<file path="config.mk">
export PLATFORM = sky130hd
export DESIGN_NAME = rau_ctrl
export DESIGN_NICKNAME = d
export VERILOG_FILES = /design/src/rtl/rau_pkg.sv /design/src/rtl/rau_ctrl.sv
export SDC_FILE = /design/constraint.sdc
export NUM_CORES = 1
export LEC_CHECK = 0
export BUFFER_PORTS_ARGS = -buffer_cell sky130_fd_sc_hd__buf_2
export CORE_ASPECT_RATIO = 0.9
export CORE_MARGIN = 1
export CORE_UTILIZATION = 51
export DETAILED_ROUTE_END_ITERATION = 16
export HOLD_SLACK_MARGIN = 0.1
export PLACE_DENSITY = 0.81
export SYNTH_ARGS = -nofsm -noshare
export SYNTH_HDL_FRONTEND = slang
export SYNTH_SLANG_ARGS = --single-unit
</file>
<file path="constraint.sdc">
create_clock -name clk -period 2.2 [get_ports clk]
set_input_delay 0.22 -clock clk [delete_from_list [all_inputs] [get_ports clk]]
set_output_delay 0.22 -clock clk [all_outputs]
set_load 0.05 [all_outputs]
</file>
<file path="src/rtl/rau_pkg.sv">
// rau_pkg: shared types and codes of the rational arithmetic unit.
// Used by the interfaces, the controller, the datapath and the top level.
package rau_pkg;

    localparam int WIDTH_DEF = 32;
    localparam int DATA_W    = 32;
    localparam int DEN_W     = 31;

    localparam logic [2:0] OP_ADD = 3'd0;
    localparam logic [2:0] OP_SUB = 3'd1;
    localparam logic [2:0] OP_MUL = 3'd2;
    localparam logic [2:0] OP_DIV = 3'd3;
    localparam logic [2:0] OP_CMP = 3'd4;

    localparam logic [1:0] ST_OK    = 2'd0;
    localparam logic [1:0] ST_DIV0  = 2'd1;
    localparam logic [1:0] ST_RANGE = 2'd2;

    // controller to datapath
    typedef struct packed {
        logic       load;
        logic       mul_en;
        logic [1:0] mul_sel;
        logic       form;
        logic       gcd_step;
        logic       div_init;
        logic       div_den;
        logic       div_step;
        logic       finish;
    } rau_cmd_t;

    // datapath to controller
    typedef struct packed {
        logic skip;
        logic gcd_done;
        logic div_done;
    } rau_sts_t;

endpackage

</file>
<file path="src/rtl/rau_ctrl.sv">
// rau_ctrl: sequencing state machine of the rational arithmetic unit.
// Depends on rau_pkg for the command and status structs.
module rau_ctrl
(
    input  logic              clk,
    input  logic              rst_n,
    input  logic              in_valid,
    output logic              in_ready,
    input  logic              out_ready,
    output logic              out_valid,
    input  rau_pkg::rau_sts_t sts,
    output rau_pkg::rau_cmd_t cmd
);

    typedef enum logic [8:0] {
        S_IDLE = 9'b000000001,
        S_MUL  = 9'b000000010,
        S_FORM = 9'b000000100,
        S_GCD  = 9'b000001000,
        S_DN0  = 9'b000010000,
        S_DN   = 9'b000100000,
        S_DD0  = 9'b001000000,
        S_DD   = 9'b010000000,
        S_FIN  = 9'b100000000
    } state_t;

    state_t     state_reg, state_next;
    logic [1:0] mul_cnt_reg, mul_cnt_next;
    logic       out_valid_reg, out_valid_next;

    always_comb
    begin
        state_next     = state_reg;
        mul_cnt_next   = mul_cnt_reg;
        out_valid_next = out_valid_reg && !out_ready;
        cmd            = '0;
        unique case (state_reg)
            S_IDLE:
            begin
                if (in_valid)
                begin
                    cmd.load     = 1'b1;
                    mul_cnt_next = 2'd0;
                    state_next   = S_MUL;
                end
            end
            S_MUL:
            begin
                cmd.mul_en   = 1'b1;
                cmd.mul_sel  = mul_cnt_reg;
                mul_cnt_next = mul_cnt_reg + 2'd1;
                if (mul_cnt_reg == 2'd3)
                    state_next = S_FORM;
            end
            S_FORM:
            begin
                cmd.form   = 1'b1;
                state_next = sts.skip ? S_FIN : S_GCD;
            end
            S_GCD:
            begin
                if (sts.gcd_done)
                    state_next = S_DN0;
                else
                    cmd.gcd_step = 1'b1;
            end
            S_DN0:
            begin
                cmd.div_init = 1'b1;
                state_next   = S_DN;
            end
            S_DN:
            begin
                if (sts.div_done)
                    state_next = S_DD0;
                else
                    cmd.div_step = 1'b1;
            end
            S_DD0:
            begin
                cmd.div_init = 1'b1;
                cmd.div_den  = 1'b1;
                state_next   = S_DD;
            end
            S_DD:
            begin
                if (sts.div_done)
                    state_next = S_FIN;
                else
                    cmd.div_step = 1'b1;
            end
            S_FIN:
            begin
                // hold until the output register is free
                if (!out_valid_reg || out_ready)
                begin
                    cmd.finish     = 1'b1;
                    out_valid_next = 1'b1;
                    state_next     = S_IDLE;
                end
            end
            default:
            begin
                state_next = S_IDLE;
            end
        endcase
    end

    always_ff @(posedge clk or negedge rst_n)
    begin
        if (!rst_n)
        begin
            state_reg     <= S_IDLE;
            mul_cnt_reg   <= 2'd0;
            out_valid_reg <= 1'b0;
        end
        else
        begin
            state_reg     <= state_next;
            mul_cnt_reg   <= mul_cnt_next;
            out_valid_reg <= out_valid_next;
        end
    end

    assign in_ready  = (state_reg == S_IDLE);
    assign out_valid = out_valid_reg;

endmodule

</file>
==> results.ini, run 1 <==
[outcome]
run_status=finished, final reports clean

[hold_path]
min_path_type=primary input to flop

[die]
die_h_um=39.7
ios=19
start_util_pct=55.0
core_area_um2=1460
std_cell_rows=13
die_area_um2=1740
die_x_um=43.9

[clocking]
htreeDepth=1
numCtsBuffers=3
clock_latency_ns=0.28
clockRootBuffer=clkbuf_4
cts.path.max_buffers=2
cts.sinks=12
cts_tree=done
clkSlewWorstSetupHoldPaths_ns=0.08

[critical_path]
start_kind=flop
critical_path_class=flop to primary output
required_ns=1.98
end_kind=primary output
cp_max_fo=3
crit_arrival_ns=1.98

[drt]
viasPerCell=6.06
drtAntennaViolNets=0
drtIter0Drc=26
wirelength_um=2160
drc=0
wl_per_cell_um=16.0
first_pass_iters=6
vias=818

[pwr]
switching_share_pct=43.5
switchingPower_mw=0.460
leakagePower_nw=0.549
seqPwrFrac_pct=30.0
p_clk_share_pct=16.9
p_comb_share_pct=53.1
irDropWorstVdd_mv=0.733
power.density_nw_per_um2=960
power_report.internal_total_mw=0.596

[final_layout]
final_cell_mix=13 x buf_4, 12 x buf_2, 10 x dfrtp_1
syn2layout_area_growth_pct=36.7
layout-drive-gt1-share_pct=40.8
nets=129
n_fill_cell=102
largest_reg_flops=9
final_common_cell=buf_4
post-route-util_pct=75.1
diodes=0

[timing]
hold_viol_final=0
relSlewSlack_pct=74.3
final.setup_skew_ns=0.000408
rsz0062_at_grt=yes
setup_viol=0
max_freq_mhz=456
fin_ws_ns=0.00492
worst_pin_slew_ns=0.382
fin_crit_sh_pct=99.8
fin_crit_ns=2.20
slew_viol_final=0

[global_routing]
grt_util_all_layers_pct=26.4
grt_max_degree=13
grt-ovfl-total=0
grt_pass1_wl_um=3130
grt_pass1_vias=694
antenna_found_initial=0

[synthesis]
synthesis.nets=99
yosys_register_bits=12
yosysSeqAreaShare_pct=37.5
synthesis.instances=91
synth_area_per_cell_um2=8.84
yosys_warnings=0
ys_types=35
synth_area_um2=805

[placed_design]
dpl_worst_slack_ns=0.183
place_congestion=0.822
port_buffers=18
place.detailed.hpwl_um=1370

[run]
cap_viol_max_count=0

## cells by family (layout without fill, tap and decap cells)
group	after synthesis	after routing	share of synthesized area, %
and+or+nand+nor	44	44	34.5
DFF	12	12	37.5
AOI/OAI and AO/OA	18	18	14.6
xor gates and xnor gates	4	4	4.35
buffers and inverters	12	41	7.46
adders and majority gates	1	1	1.55
## critical path, cell delays in order (launching register included)
cell and delay [ns]:
dfrtp_2 0.43, or4_4 0.54, or3_4 0.38, nor3_4 0.17
buf_6 0.17
## power groups by stage
stage / clock network, mW / registers, mW / logic (mW)
finish: 0.178 / 0.317 / 0.561
global route: 0.194 / 0.319 / 0.605
CTS: 0.178 / 0.311 / 0.496
detailed placement: 0 / 0.313 / 0.478
global placement: 0 / 0.311 / 0.468
floorplan: 0 / 0.284 / 0.401
## per-stage QoR
step	hold slack, ns	TNS (ns)	cell area [um^2]	total power [mW]	cells
global route	0.143	-0.352	1100	1.12	135
detailed placement	0.115	0	950	0.791	126
floorplan	-0.0756	-0.0397	818	0.684	91
CTS	0.145	-0.0666	1020	0.986	132
finish	0.149	0	1100	1.06	135
global placement	0.111	0	950	0.778	126
## cell type report
class                      instances  area, um^2  area share, %
clock buffer                       4        36.3           3.30
inverter                           6        26.3           2.39
timing repair buffer              31         231           21.0
tap                               15        18.8           1.71
multi-input combinational         67         484           44.0
sequential                        12         303           27.5
## synthesized netlist by cell type
cell | instances | area, um^2
dfrtp_1 | 11 | 275
nor3_1 | 7 | 35.0
inv_1 | 6 | 22.5
nand2_1 | 6 | 22.5
nor2_1 | 6 | 22.5
o21ai_0 | 6 | 30.0
nand2b_1 | 5 | 31.3
and2_1 | 4 | 25.0
xnor2_1 | 4 | 35.0
a211oi_1 | 3 | 22.5
a21oi_1 | 3 | 15.0
buf_2 | 3 | 15.0
nand3b_1 | 2 | 15.0
nor3b_1 | 2 | 15.0
nor4_1 | 2 | 12.5
or3_1 | 2 | 12.5
a21o_1 | 1 | 7.51
a221oi_1 | 1 | 8.76
a22o_1 | 1 | 8.76
a32oi_1 | 1 | 8.76
and2b_1 | 1 | 7.51
and3b_1 | 1 | 8.76
buf_4 | 1 | 7.51
buf_6 | 1 | 11.3
clkbuf_1 | 1 | 3.75
dfstp_2 | 1 | 26.3
ha_1 | 1 | 12.5
nand3_1 | 1 | 5.00
nand4_1 | 1 | 6.26
nor4_4 | 1 | 21.3
nor4b_4 | 1 | 23.8
o31ai_1 | 1 | 7.51
o32ai_1 | 1 | 8.76
or2_1 | 1 | 6.26
or4_1 | 1 | 7.51
## what timing repair did
item | 4_1_cts | 5_1_grt
endpoints found under the hold margin | 12 | 0
buffers inserted | 1 | 3
pin swaps | 0 | 3
hold buffers | 1 | 0
setup endpoints to repair | 6 | 8
resized for setup | 7 | 18
## path summary, 6_finish.rpt
kind / start / to / slack, ns / cells after the start
worst max register to register: state_reg[6]$_DFFE_PN0P_ / state_reg[5]$_DFFE_PN0P_ / 0.35 / 7
max in group asynchronous: rst_n / state_reg[0]$_DFFE_PN1P_ / 1.56 / 2
worst min register to register: out_valid$_DFF_PN0_ / out_valid$_DFF_PN0_ / 0.56 / 2
min in group asynchronous: rst_n / mul_cnt_reg[1]$_DFFE_PN0P_ / 0.36 / 2
worst min-delay path: sts[2] / state_reg[3]$_DFFE_PN0P_ / 0.15 / 2
worst max-delay path: state_reg[2]$_DFFE_PN0P_ / cmd[3] / 0.005 / 4
## per-layer routing
layer	track usage (%)	wire length (um)
met5	0	0
met1	31.6	949
met4	15.2	78
met3	7.83	116
met2	42.5	1010
No activity file was read; power rests on OpenSTA's default activity.
==> run 2: changes to the inputs <==
CORE_UTILIZATION = 35   (was 51)
PLACE_DENSITY = 0.61   (was 0.81)
==> run 2 against run 1 <==
  * The flow now finishes with violations (design-rule violations)
  * Setup slack gained 0.035 ns
  * Die area grew 43%
  * First-iteration DRC count shrank 7.7%
  * Via count shrank 4.2%
  * Total power shrank 0.16%
  * Cell area grew 2.5%
==> results.ini, run 2 (same netlist as run 1, synthesis figures left out) <==
[final_layout]
finalNonFillerCells=149  ; +10%
largest_reg_flops=9  ; unchanged
nets=131  ; +1.6%
layout-drive-gt1-share_pct=42.6  ; +1.8 points
diodes=0  ; unchanged
syn2layout_area_growth_pct=40.1
final_common_cell=buf_4
post-route-util_pct=51.7  ; -23 points
final_cell_mix=14 x buf_4, 12 x buf_2, 9 x dfrtp_1

[critical_path]
required_ns=1.98  ; about the same
critical_path_class=flop to primary output
crit_arrival_ns=1.94  ; -0.04 ns
start_kind=flop
end_kind=primary output
cp_max_fo=11  ; +8
rr_worst_depth=8  ; +1

[timing]
fin_crit_ns=2.16  ; -0.0346 ns
worst_pin_slew_ns=0.367  ; -0.0149 ns
slew_viol_final=0  ; unchanged
final.setup_skew_ns=0.00477  ; +0.00436 ns
setup_viol=0  ; unchanged
rsz0062_at_grt=yes
relSlewSlack_pct=75.3  ; +1.0 points
fin_crit_sh_pct=98.2  ; -1.6 points
max_freq_mhz=463  ; +1.6%
hold_viol_final=0  ; unchanged

[clocking]
cts_tree=done
cts.sinks=12  ; unchanged
clkSlewWorstSetupHoldPaths_ns=0.08  ; about the same
clock_latency_ns=0.28  ; about the same
clockRootBuffer=clkbuf_4
htreeDepth=1  ; unchanged
cts.path.max_buffers=2  ; unchanged
numCtsBuffers=3  ; unchanged

[drt]
wl_per_cell_um=13.8  ; -14%
first_pass_iters=10  ; +4
wirelength_um=2060  ; -4.6%
drc=1  ; +1
vias=784  ; -4.2%
drtIter0Drc=24  ; -7.7%
viasPerCell=5.26  ; -13%
drtAntennaViolNets=0  ; unchanged

[global_routing]
grt_pass1_wl_um=3060  ; -2.2%
grt-ovfl-total=0  ; unchanged
grt_util_all_layers_pct=17.8  ; -8.6 points
grt_max_degree=13  ; unchanged
grt_pass1_vias=690  ; -0.58%
antenna_found_initial=0  ; unchanged

[outcome]
violations=design-rule violations
run_status=complete, but fails checks

[run]
cap_viol_max_count=0  ; unchanged

[placed_design]
place_congestion=0.821  ; -0.17%
dp.cells=138  ; +9.5%
place.detailed.hpwl_um=1430  ; +4.7%
port_buffers=18  ; unchanged

[hold_path]
min_path_type=primary input to flop
min_path_cells=2  ; unchanged

[pwr]
power.density_nw_per_um2=935  ; -2.6%
finalPower_mw=1.05  ; -0.16%
irDropWorstVdd_mv=0.880  ; +20%
leakagePower_nw=0.551  ; +0.40%

[die]
start_util_pct=36.9  ; -18 points
core_area_um2=2180  ; +49%
die_area_um2=2490  ; +43%
ios=19  ; unchanged
die_x_um=52.5  ; +20%
die_h_um=47.5  ; +20%
std_cell_rows=16  ; +3

-- run 2: cell count changes in the layout (fill, tap and decap cells not counted), sizes merged --
cell  previous run  this run
buf             30        32
-- run 2: what timing repair did --
action	4_1_cts	5_1_grt
hold buffers	1	0
gates resized for setup	11	15
pin swaps	1	4
setup endpoints to repair	6	7
buffers inserted	2	4
hold endpoints to repair	12	0
-- run 2: per-layer routing --
metal  global-route usage [%]  vias up  routed length (um)
met2                     26.8       31                 901
met1                     24.6      362                 966
li1                         -      387                   -
met3                     5.08        4                 167
met4                     6.32        0                  22
met5                        0        -                   0
-- run 2: final timing paths --
check | start | end | slack (ns)
min | out_ready | out_valid$_DFF_PN0_ | 0.14
min in group asynchronous | rst_n | state_reg[6]$_DFFE_PN0P_ | 0.34
max reg2reg | state_reg[5]$_DFFE_PN0P_ | state_reg[5]$_DFFE_PN0P_ | 0.36
max in group asynchronous | rst_n | state_reg[0]$_DFFE_PN1P_ | 1.57
max | state_reg[0]$_DFFE_PN1P_ | cmd[3] | 0.04
min reg2reg | out_valid$_DFF_PN0_ | out_valid$_DFF_PN0_ | 0.55
-- run 2: report_power, final --
part	internal [mW]	total, mW	switching [mW]
logic	0.255	0.590	0.335
clock network	0.0703	0.151	0.0807
registers	0.263	0.313	0.0496
-- run 2: per-stage QoR --
| stage | instance area [um^2] | hold WS [ns] | worst slack, ns | TNS, ns |
|---|---|---|---|---|
| after global placement | 965 | 0.119 | 0.226 | 0 |
| after global routing | 1130 | 0.142 | -0.0118 | -0.0480 |
| after floorplan | 818 | -0.0756 | -0.0397 | -0.0397 |
| final | 1130 | 0.141 | 0.0395 | 0 |
| after CTS | 1050 | 0.135 | 0.0147 | 0 |
| after detailed placement | 965 | 0.119 | 0.186 | 0 |
-- run 2: cell type report --
class                           instances  area, um^2
Clock buffer                            4        26.3
Fill cell                             208        1050
Inverter                                6        26.3
Multi-Input combinational cell         67         487
Sequential cell                        12         304
Tap cell                               27        33.8
Timing Repair Buffer                   33         250
-- run 2: critical path, cell delays in order (launching register included) --
cell and delay, ns:
dfstp_2 0.43, or4_4 0.51, or3_4 0.38, nor3_4 0.17
buf_6 0.17
==> run 3: changes to the inputs <==
CORE_ASPECT_RATIO = 0.6   (was 0.9)
RECOVER_POWER = 50   (was unset)
==> run 3 against run 2 <==
  * The flow now finishes without violations
  * Flip-flop and latch count stayed put
  * Non-clock buffer count down 1
  * Global-route usage up 1.2 points
  * Register-to-register slack got worse by 0.03 ns
  * Sequential power shrank 8.9%
  * Maximum frequency fell by 0.49%
  * Combinational power decreased by 1%
  * Clock skew fell by 0.0039 ns
  * Clock power grew 60%
  * Critical endpoint unchanged
  * Highest routed layer is now met3
==> results.ini, run 3 (same netlist as run 1, synthesis figures left out) <==
[pwr]
finalPower_mw=1.11  ; +5.3%
leakagePower_nw=0.541  ; -1.9%
power.density_nw_per_um2=1010  ; +7.9%
irDropWorstVdd_mv=0.632  ; -28%

[drt]
drtIter0Drc=49  ; +100%
drtAntennaViolNets=0  ; unchanged
wl_met2_um=835  ; -7.3%
vias=797  ; +1.7%
wl_per_cell_um=14.4  ; +4.0%
wl_met3_um=258  ; +54%
top_layer=met3
wirelength_um=2170  ; +5.4%
drc=0  ; -1
viasPerCell=5.28  ; +0.31%
first_pass_iters=4  ; -6
wl_met1_um=1070  ; +11%

[placed_design]
port_buffers=18  ; unchanged
postPlaceCellArea_um2=991  ; +2.7%
place.detailed.hpwl_um=1620  ; +14%
dp.cells=144  ; +4.3%
place_congestion=0.901  ; +9.8%

[timing]
hold_viol_final=0  ; unchanged
slew_viol_final=0  ; unchanged
fin_crit_ns=2.17  ; +0.0106 ns
worst_pin_slew_ns=0.704  ; +0.337 ns
final.setup_skew_ns=0.000905  ; -0.00386 ns
relSlewSlack_pct=53.0  ; -22 points
fin_crit_sh_pct=98.7  ; +0.48 points
max_freq_mhz=461  ; -0.49%
setup_viol=0  ; unchanged
rsz0062_at_grt=yes

[die]
core_area_um2=2160  ; -0.86%
ios=19  ; unchanged
die_x_um=63.9  ; +22%
die_h_um=39.1  ; -18%
start_util_pct=37.2  ; +0.32 points
std_cell_rows=13  ; -3
die_area_um2=2500  ; +0.24%

[global_routing]
grt_pass1_wl_um=3310  ; +8.4%
grt_pass1_vias=691  ; +0.14%
antenna_found_initial=0  ; unchanged
grt-ovfl-total=0  ; unchanged
grt_max_degree=13  ; unchanged
grt_util_all_layers_pct=19.0  ; +1.2 points

[final_layout]
final_cell_mix=15 x buf_4, 10 x buf_2, 10 x dfrtp_1
layout-drive-gt1-share_pct=36.4  ; -6.3 points
nets=130  ; -0.76%
final_common_cell=buf_4
diodes=0  ; unchanged
post-route-util_pct=50.8  ; -0.82 points
syn2layout_area_growth_pct=36.7
n_fill_cell=201  ; -3.4%
largest_reg_flops=9  ; unchanged
finalNonFillerCells=151  ; +1.3%
stdcell_area_um2=1100  ; -2.4%

[clocking]
cts.sinks=12  ; unchanged
cts.path.max_buffers=2  ; unchanged
clockRootBuffer=clkbuf_8
clock_latency_ns=0.24  ; -0.04 ns
cts_tree=done
htreeDepth=1  ; unchanged
numCtsBuffers=3  ; unchanged
clkSlewWorstSetupHoldPaths_ns=0.05  ; -0.03 ns

[hold_path]
hp-start=out_ready
min_path_cells=2  ; unchanged
min_path_type=primary input to flop
holdPathEnd=out_valid$_DFF_PN0_

[critical_path]
slowest_stage=or4_1
critical_path_class=flop to primary output
timing.rr.end=state_reg[5]$_DFFE_PN0P_
crit_arrival_ns=1.95  ; about the same
end_kind=primary output
reg2reg_from=state_reg[4]$_DFFE_PN0P_
max_stage_delay_ns=0.57  ; +0.06 ns
required_ns=1.98  ; about the same
cp_cell_sequence=or4_1, or3_4, nor3_2, buf_6
start_kind=flop
cp_max_fo=3  ; -8
rr_worst_depth=7  ; -1
r2r_slack_ns=0.33  ; -0.03 ns

[outcome]
run_status=finished, final reports clean

[run]
cap_viol_max_count=0  ; unchanged

run 3: changes by cell type in the layout (fill, tap and decap cells not counted), sizes merged:
cell,previous run,this run
clkbuf,4,8
buf,32,27
run 3: final cells by class:
class	count	area, um^2	area share, %
Clock buffer	4	55.1	5.01
Inverter	6	26.3	2.39
Multi-Input combinational cell	67	464	42.2
Sequential cell	12	303	27.5
Tap cell	30	37.5	3.41
Timing Repair Buffer	32	214	19.5
run 3: worst max-delay path by stage:
| stage | slack (ns) | end | from | cells past startpoint |
|---|---|---|---|---|
| 6_report | 0.03 | cmd[3] | state_reg[2]$_DFFE_PN0P_ | 4 |
| 2_1_floorplan | -0.04 | cmd[3] | state_reg[0]$_DFFE_PN1P_ | 4 |
| 3_5_place_dp | 0.25 | cmd[3] | state_reg[2]$_DFFE_PN0P_ | 4 |
| 4_1_cts | 0.009 | cmd[9] | state_reg[4]$_DFFE_PN0P_ | 6 |
| 5_1_grt | -0.03 | cmd[9] | state_reg[4]$_DFFE_PN0P_ | 6 |
| 3_3_place_gp | 0.26 | cmd[3] | state_reg[2]$_DFFE_PN0P_ | 4 |
run 3: worst max-delay path: cells and delay by family (launching register included):
family | cells | cell delay, ns
buffers and inverters | 1 | 0.18
AND/OR/NAND/NOR | 3 | 1.13
flip-flops | 1 | 0.40
run 3: power by group:
part / leakage (nW) / internal [mW] / switching, mW
clock network: 0.0288 / 0.158 / 0.0837
registers: 0.159 / 0.262 / 0.0226
logic: 0.353 / 0.232 / 0.351
run 3: per-stage QoR:
step	hold WS, ns	setup TNS (ns)	setup slack [ns]
4_1_cts	0.181	0	0.00910
3_3_place_gp	0.121	0	0.256
2_1_floorplan	-0.0756	-0.0397	-0.0397
5_1_grt	0.181	-0.0564	-0.0333
3_5_place_dp	0.121	0	0.247
6_report	0.186	0	0.0289
run 3: timing repair:
action,CTS,global route
hold endpoints to repair,11,0
setup buffers,0,2
resized for setup,2,13
gates cloned,0,0
hold buffers,1,0
endpoints found under the setup margin,2,7
pin swaps,0,2
run 3: metal layers:
| layer | global-route usage [%] | vias to the layer above |
|---|---|---|
| met5 | 0 | - |
| met4 | 4.55 | 0 |
| met3 | 9.41 | 0 |
| met2 | 24.5 | 36 |
| met1 | 27.0 | 376 |
| li1 | - | 385 |
